### config.mk
export PLATFORM = sky130hd
export DESIGN_NAME = adc_ladder_button_debouncer
export DESIGN_NICKNAME = d
export VERILOG_FILES = /design/src/rtl/core/aldb_pkg.sv /design/src/rtl/core/aldb_decode.sv /design/src/rtl/core/aldb_button.sv /design/src/rtl/core/adc_ladder_button_debouncer.sv
export SDC_FILE = /design/constraint.sdc
export NUM_CORES = 1
export LEC_CHECK = 0
export BUFFER_PORTS_ARGS = -buffer_cell sky130_fd_sc_hd__clkbuf_2
export CAP_MARGIN = 0
export CORE_MARGIN = 3
export CORE_UTILIZATION = 35
export CTS_CLUSTER_DIAMETER = 60
export DETAILED_ROUTE_END_ITERATION = 7
export PLACE_DENSITY = 0.59
export SYNTH_ARGS = -nofsm -noshare
export SYNTH_HDL_FRONTEND = slang
export SYNTH_SLANG_ARGS = --single-unit
### constraint.sdc
create_clock -name clk -period 10.99 [get_ports clk]
set_input_delay 1.6485 -clock clk [delete_from_list [all_inputs] [get_ports clk]]
set_output_delay 1.6485 -clock clk [all_outputs]
set_load 0.01 [all_outputs]
### src/rtl/core/aldb_pkg.sv
// Types, constants and helpers shared by the ladder button decoder.
package aldb_pkg;

  localparam int SAMPLE_W   = 10;
  localparam int TICK_W     = 16;
  localparam int CFG_IDX_W  = 3;
  localparam int CFG_DATA_W = 16;
  localparam int DEC_W      = 3;
  localparam int CODE_W     = 2;

  localparam int MAX_BUTTONS         = 3;
  localparam int NUM_BUTTONS_DEFAULT = 3;

  // Configuration register indexes.
  localparam logic [CFG_IDX_W-1:0] REG_DEBOUNCE_TICKS = 3'd0;
  localparam logic [CFG_IDX_W-1:0] REG_FIRST_BELOW    = 3'd1;
  localparam logic [CFG_IDX_W-1:0] REG_SECOND_LOW     = 3'd2;
  localparam logic [CFG_IDX_W-1:0] REG_SECOND_HIGH    = 3'd3;
  localparam logic [CFG_IDX_W-1:0] REG_THIRD_LOW      = 3'd4;
  localparam logic [CFG_IDX_W-1:0] REG_THIRD_HIGH     = 3'd5;

  // Register values after reset.
  localparam logic [TICK_W-1:0]   RST_DEBOUNCE_TICKS = 16'd100;
  localparam logic [SAMPLE_W-1:0] RST_FIRST_BELOW    = 10'd10;
  localparam logic [SAMPLE_W-1:0] RST_SECOND_LOW     = 10'd320;
  localparam logic [SAMPLE_W-1:0] RST_SECOND_HIGH    = 10'd360;
  localparam logic [SAMPLE_W-1:0] RST_THIRD_LOW      = 10'd500;
  localparam logic [SAMPLE_W-1:0] RST_THIRD_HIGH     = 10'd530;

  // Decoded button codes.
  localparam logic signed [DEC_W-1:0] DEC_NONE    = -3'sd1;
  localparam logic signed [DEC_W-1:0] DEC_BUTTON0 = 3'sd0;
  localparam logic signed [DEC_W-1:0] DEC_BUTTON1 = 3'sd1;
  localparam logic signed [DEC_W-1:0] DEC_BUTTON2 = 3'sd2;

  // Reported state codes.
  localparam logic [CODE_W-1:0] CODE_WAITING      = 2'd0;
  localparam logic [CODE_W-1:0] CODE_DETECTED     = 2'd1;
  localparam logic [CODE_W-1:0] CODE_WAIT_RELEASE = 2'd2;
  localparam logic [CODE_W-1:0] CODE_UPDATE       = 2'd3;

  typedef enum logic [3:0] {
    PH_WAITING      = 4'b0001,
    PH_DETECTED     = 4'b0010,
    PH_WAIT_RELEASE = 4'b0100,
    PH_UPDATE       = 4'b1000
  } phase_t;

  typedef struct packed {
    logic [SAMPLE_W-1:0] first_below;
    logic [SAMPLE_W-1:0] second_low;
    logic [SAMPLE_W-1:0] second_high;
    logic [SAMPLE_W-1:0] third_low;
    logic [SAMPLE_W-1:0] third_high;
  } win_cfg_t;

  function automatic logic [CODE_W-1:0] phase_code(input phase_t ph);
    logic [CODE_W-1:0] code;
    case (ph)
      PH_WAITING:      code = CODE_WAITING;
      PH_DETECTED:     code = CODE_DETECTED;
      PH_WAIT_RELEASE: code = CODE_WAIT_RELEASE;
      PH_UPDATE:       code = CODE_UPDATE;
      default:         code = CODE_WAITING;
    endcase
    return code;
  endfunction

endpackage

### src/rtl/core/aldb_decode.sv
// Window decoder that maps one ladder sample to a button index.
module aldb_decode (
  input  logic [aldb_pkg::SAMPLE_W-1:0]   sample,
  input  aldb_pkg::win_cfg_t              win,
  output logic signed [aldb_pkg::DEC_W-1:0] button
);

  // Windows are tested in button order; the first match wins.
  always_comb begin
    if (sample < win.first_below) begin
      button = aldb_pkg::DEC_BUTTON0;
    end else if (sample > win.second_low && sample < win.second_high) begin
      button = aldb_pkg::DEC_BUTTON1;
    end else if (sample > win.third_low && sample < win.third_high) begin
      button = aldb_pkg::DEC_BUTTON2;
    end else begin
      button = aldb_pkg::DEC_NONE;
    end
  end

endmodule

### src/rtl/core/aldb_button.sv
// Debounce state machine for one ladder button.
module aldb_button (
  input  logic                          clk,
  input  logic                          rst,
  input  logic                          advance,
  input  logic [aldb_pkg::TICK_W-1:0]   now,
  input  logic                          pressed,
  input  logic [aldb_pkg::TICK_W-1:0]   debounce_ticks,
  output logic [aldb_pkg::CODE_W-1:0]   code_next
);

  aldb_pkg::phase_t              phase;
  aldb_pkg::phase_t              phase_next;
  logic [aldb_pkg::TICK_W-1:0]   stamp;
  logic [aldb_pkg::TICK_W-1:0]   stamp_next;
  logic [aldb_pkg::TICK_W-1:0]   elapsed;

  // The detected level is always "pressed", so staying pressed is the only
  // way to stay in the detected state. The difference wraps modulo 2^16.
  assign elapsed = now - stamp;

  always_comb begin
    phase_next = phase;
    stamp_next = stamp;
    case (phase)
      aldb_pkg::PH_WAITING: begin
        if (pressed) begin
          phase_next = aldb_pkg::PH_DETECTED;
          stamp_next = now;
        end
      end
      aldb_pkg::PH_DETECTED: begin
        if (!pressed) begin
          phase_next = aldb_pkg::PH_WAITING;
        end else if (elapsed > debounce_ticks) begin
          phase_next = aldb_pkg::PH_WAIT_RELEASE;
        end
      end
      aldb_pkg::PH_WAIT_RELEASE: begin
        if (!pressed) begin
          phase_next = aldb_pkg::PH_UPDATE;
        end
      end
      aldb_pkg::PH_UPDATE: begin
        phase_next = aldb_pkg::PH_WAITING;
      end
      default: begin
        phase_next = aldb_pkg::PH_WAITING;
      end
    endcase
  end

  assign code_next = aldb_pkg::phase_code(phase_next);

  always_ff @(posedge clk) begin
    if (rst) begin
      phase <= aldb_pkg::PH_WAITING;
    end else if (advance) begin
      phase <= phase_next;
    end
  end

  always_ff @(posedge clk) begin
    if (advance) begin
      stamp <= stamp_next;
    end
  end

endmodule

### src/rtl/core/adc_ladder_button_debouncer.sv
// Top level of the resistor-ladder button decoder with per-button debounce.
//
//   channel  | handshake               | payload
//   ---------+-------------------------+------------------------------------
//   input    | in_valid / in_ready     | raw_sample
//   output   | out_valid / out_ready   | decoded_button, state_zero,
//            |                         | state_one, state_two, press_events
//   config   | cfg_wr_en (no wait)     | cfg_index, cfg_data
//
// One transaction is taken in every cycle while the output is not stalled.
// A sample lands in the input register, and once the result register is
// empty or draining, the window decode and all button state machines update
// in one pass into the result register.
// Reset is synchronous and restores the register defaults, the tick counter
// and every button to waiting; there is no clearing pass.
// A stalled output holds its result, and a full input register then stalls the
// input; it takes a new transaction as soon as the result register drains.
module adc_ladder_button_debouncer #(
  parameter int NUM_BUTTONS = aldb_pkg::NUM_BUTTONS_DEFAULT
) (
  input  logic                                   clk,
  input  logic                                   rst,
  // Input samples.
  input  logic                                   in_valid,
  output logic                                   in_ready,
  input  logic [aldb_pkg::SAMPLE_W-1:0]          raw_sample,
  // Results.
  output logic                                   out_valid,
  input  logic                                   out_ready,
  output logic signed [aldb_pkg::DEC_W-1:0]      decoded_button,
  output logic [aldb_pkg::CODE_W-1:0]            state_zero,
  output logic [aldb_pkg::CODE_W-1:0]            state_one,
  output logic [aldb_pkg::CODE_W-1:0]            state_two,
  output logic [aldb_pkg::MAX_BUTTONS-1:0]       press_events,
  // Configuration writes.
  input  logic                                   cfg_wr_en,
  input  logic [aldb_pkg::CFG_IDX_W-1:0]         cfg_index,
  input  logic [aldb_pkg::CFG_DATA_W-1:0]        cfg_data
);

  // Configuration registers.
  logic [aldb_pkg::TICK_W-1:0] debounce_ticks;
  aldb_pkg::win_cfg_t          win;

  always_ff @(posedge clk) begin
    if (rst) begin
      debounce_ticks  <= aldb_pkg::RST_DEBOUNCE_TICKS;
      win.first_below <= aldb_pkg::RST_FIRST_BELOW;
      win.second_low  <= aldb_pkg::RST_SECOND_LOW;
      win.second_high <= aldb_pkg::RST_SECOND_HIGH;
      win.third_low   <= aldb_pkg::RST_THIRD_LOW;
      win.third_high  <= aldb_pkg::RST_THIRD_HIGH;
    end else if (cfg_wr_en) begin
      // Window bounds keep only the low sample-width bits of the data.
      case (cfg_index)
        aldb_pkg::REG_DEBOUNCE_TICKS: debounce_ticks <= cfg_data;
        aldb_pkg::REG_FIRST_BELOW:
          win.first_below <= cfg_data[aldb_pkg::SAMPLE_W-1:0];
        aldb_pkg::REG_SECOND_LOW:
          win.second_low <= cfg_data[aldb_pkg::SAMPLE_W-1:0];
        aldb_pkg::REG_SECOND_HIGH:
          win.second_high <= cfg_data[aldb_pkg::SAMPLE_W-1:0];
        aldb_pkg::REG_THIRD_LOW:
          win.third_low <= cfg_data[aldb_pkg::SAMPLE_W-1:0];
        aldb_pkg::REG_THIRD_HIGH:
          win.third_high <= cfg_data[aldb_pkg::SAMPLE_W-1:0];
        default: begin
          // Indexes past the register list are ignored.
        end
      endcase
    end
  end

  // Input register. It advances into the result register whenever that
  // register is empty or is being drained in the same cycle.
  logic                          s1_valid;
  logic [aldb_pkg::SAMPLE_W-1:0] s1_sample;
  logic                          advance;

  assign advance  = s1_valid && (!out_valid || out_ready);
  assign in_ready = !s1_valid || advance;

  always_ff @(posedge clk) begin
    if (rst) begin
      s1_valid <= 1'b0;
    end else if (in_valid && in_ready) begin
      s1_valid <= 1'b1;
    end else if (advance) begin
      s1_valid <= 1'b0;
    end
  end

  always_ff @(posedge clk) begin
    if (in_valid && in_ready) begin
      s1_sample <= raw_sample;
    end
  end

  // Tick value that the sample in the input register will see. The counter
  // steps each time a sample advances into the result register, so after reset
  // the first sample sees a tick of one.
  logic [aldb_pkg::TICK_W-1:0] now_tick;

  always_ff @(posedge clk) begin
    if (rst) begin
      now_tick <= aldb_pkg::TICK_W'(1);
    end else if (advance) begin
      now_tick <= now_tick + aldb_pkg::TICK_W'(1);
    end
  end

  // Window decode of the sample in the input register.
  logic signed [aldb_pkg::DEC_W-1:0] dec;

  aldb_decode u_decode (
    .sample (s1_sample),
    .win    (win),
    .button (dec)
  );

  // One debounce machine per populated button; absent buttons report
  // waiting and never raise an event.
  logic [aldb_pkg::CODE_W-1:0]      code_next [aldb_pkg::MAX_BUTTONS];
  logic [aldb_pkg::MAX_BUTTONS-1:0] events_next;

  for (genvar b = 0; b < aldb_pkg::MAX_BUTTONS; b++) begin : g_button
    if (b < NUM_BUTTONS) begin : g_live
      aldb_button u_button (
        .clk            (clk),
        .rst            (rst),
        .advance        (advance),
        .now            (now_tick),
        .pressed        (dec == aldb_pkg::DEC_W'(b)),
        .debounce_ticks (debounce_ticks),
        .code_next      (code_next[b])
      );
    end else begin : g_absent
      assign code_next[b] = aldb_pkg::CODE_WAITING;
    end
    assign events_next[b] = (code_next[b] == aldb_pkg::CODE_UPDATE);
  end

  // Result register.
  always_ff @(posedge clk) begin
    if (rst) begin
      out_valid <= 1'b0;
    end else if (advance) begin
      out_valid <= 1'b1;
    end else if (out_ready) begin
      out_valid <= 1'b0;
    end
  end

  always_ff @(posedge clk) begin
    if (advance) begin
      decoded_button <= dec;
      state_zero     <= code_next[0];
      state_one      <= code_next[1];
      state_two      <= code_next[2];
      press_events   <= events_next;
    end
  end

endmodule

==> results.cfg <==
[logic_synthesis]
synth.yosys.seq_area_share_pct = 38.1
syn_area_sq_mm = 0.0106
synth-edff-count = 70
synth.ff_latch_count = 166
syn-instance-count = 1172
synth.net_count = 1350
async_flop_share_pct = 0
synth_unique_cells = 79
synthFlopType = dfxtp_1
post_synth.cell_area_avg_sq_um = 9.01
synth-warning-count = 0

[timing]
worst-slew-pin-transition_ps = 1020
slew_violations = 0
setup_total_negative_slack_ps = 0
unrepaired_setup_endpoints_after_global_routing = false
max-slew-margin-rel_pct = 31.3
fin_ws_ps = 6620
min_period_ps = 4370
fmax_mhz = 229
fin_skew_ps = 12.5
finalCritPeriodShare_pct = 39.8
hold_viol = 0
timing.final.setup_violations = 0

[setup_path]
r2r_cells = 18
timing.critical_path.arrival_ps = 4660
rr_startpoint = now_tick[0]
worstSetupStartpoint = now_tick[0]
crit_type = reg -> reg
worst-path-max-fanout = 7
crit_path_end_kind = register
worst_ep_required_time_ps = 11280
worstSetupStartpointType = register

[global_route]
globalRouteOverflowTotal = 0
grt_start_max_net_pins = 76
antenna_violations_before_repair = 0
grt_pass1_wl_microns = 40600
grt_pass1_vias = 7786
grt_usage_pct = 15.4

[die]
die_h_microns = 180
die_w_microns = 180
core.rowCount = 62
core_region_area_sq_mm = 0.0292
die-area_sq_mm = 0.0323
ioPinCount = 48
initial_utilization_pct = 36.1

[layout]
sequential_cell_area_sq_mm = 0.00402
layout.nets = 1394
final.fill_count = 2887
multi_input_gate_area_in_the_final_layout_sq_mm = 0.00596
layout.cells.most_common = nand2_1
flow.area_growth_from_synthesis_pct = 12.0
leading_cell_types_in_the_layout_fill_and_taps_excluded = nand2_1, ha_1, inv_1, dfxtp_1, a21oi_1
final_layout_size_suffix_gt1_share_pct = 9.28
final_area_sq_mm = 0.0118
insertedDiodeCount = 0

[route]
drcViolationCount = 0
firstDrtPassIters = 5
viasPerCell = 5.10
routed_wl_microns = 24500
drtAntennaViolNets = 0
first_iter_violations = 373
drt-wirelength-per-cell_microns = 15.2
vias = 8224

[power]
irDropWorstVdd_mv = 0.101
power_w = 0.00148
p_leak_nw = 5.14
power_density_mw_per_mm2 = 125

[hold_path]
hp-start = debounce_ticks[13]
hold_path.class = reg -> reg
hold-path-cell-count = 2

[clock_network]
insertion_delay_ps = 440
cts_buffers = 17
cts_tree = done
cts_setup_buffers = 0
clkSinkCount = 166
htree_num_levels = 4
count_of_cells_resized_by_post_cts_repair = 0
cts_root_buffer = clkbuf_16
cts_hold_repair.buffers = 0
clock_tree.buffer_depth = 2
clk_pin_slew_worst_paths_ps = 70

[placement]
numPortBuffers = 47
placed_cell_area_sq_mm = 0.0112
dp_hpwl_microns = 18400
place_ws_ps = 6570
place_congestion = 0.830

[run]
number_of_violations_of_the_max_capacitance_limit = 0

[outcome]
status = finished clean
critical path: stages, from the launching register on:
cell,delay [ps]
dfxtp_1,460
inv_1,130
ha_1,240
fa_1,420
nor2b_1,130
o21ai_1,80
a21boi_1,270
o211ai_2,150
a211oi_1,290
or2_1,170
o311ai_1,130
ha_1,330
nand4_1,150
nor2_1,120
o21ai_0,80
a31o_2,210
a21oi_1,330
or3b_1,390
a21oi_1,140
path summary, 6_finish.rpt:
check,end,slack [ps]
max,state_one[1],6620
min,debounce_ticks[13],450
max reg2reg,state_one[1],6620
min reg2reg,debounce_ticks[13],450
cells by family after synthesis:
logic type / share of synthesized area (%)
AO/OA/AOI/OAI: 17.5
flip-flops: 38.1
buffers and inverters: 5.63
AND/OR/NAND/NOR: 17.7
XOR/XNOR: 3.73
adder cells (fa/ha/maj): 17.3
cell usage after synthesis, types with 7 or more instances:
cell type  instances  share of area (%)
dfxtp_1           96                 18
nor2b_1           20                1.2
a21oi_1           95                4.5
nand2b_1           7               0.41
edfxtp_1          70                 20
inv_1            129                4.6
xor2_1            21                1.7
a21o_1            30                2.1
nand2_1          166                5.9
o21ai_0           28                1.3
o211ai_1          31                2.2
nor4_1             9               0.53
nor3_1            23                1.1
xnor2_1           24                2.0
nor2_1            66                2.3
and3_1            12               0.71
clkbuf_1          22               0.78
nand3_1           31                1.5
o21a_1            16                1.1
ha_1             141                 17
nand4_1           18                1.1
report_power, final:
| group | internal (W) | switching, W |
|---|---|---|
| combinational | 0.0000725 | 0.000106 |
| clock | 0.000355 | 0.000271 |
| sequential | 0.000659 | 0.0000118 |
| total | 0.00109 | 0.000389 |
area by class of cell:
cell class / instances / area share (%)
multi-input cells: 850 / 50.4
flip-flops and latches: 166 / 34.0
inverters: 130 / 4.12
well taps: 384 / 4.06
clock buffers: 19 / 3.83
repair buffers: 51 / 2.24
clock inverters: 13 / 1.35
sequential cells by signal (all words and copies together) (netlist names), 2 cells and up:
register                        cells
g_button.g_live.u_button.phase     12
now_tick                           16
state_two                           2
s1_sample                          10
state_one                           2
state_zero                          2
decoded_button                      3
debounce_ticks                     16
g_button.g_live.u_button.stamp     48
press_events                        3
win                                50
metal layers:
layer	vias up	wire length (microns)	GRT usage, %
li1	4259	-	-
met4	0	401	4.30
met1	3821	12100	21.0
met2	113	11200	25.3
met5	-	0	0
met3	31	703	2.55
per-stage QoR:
stage               hold slack [ps]  cells  utilization (%)
global route                    475   1613             40.5
floorplan                       432   1172                -
CTS                             456   1613             40.5
detailed placement              446   1581             38.4
finish                          455   1613             40.5
global placement                438   1581             38.4
(Power assumes the default switching activity.)
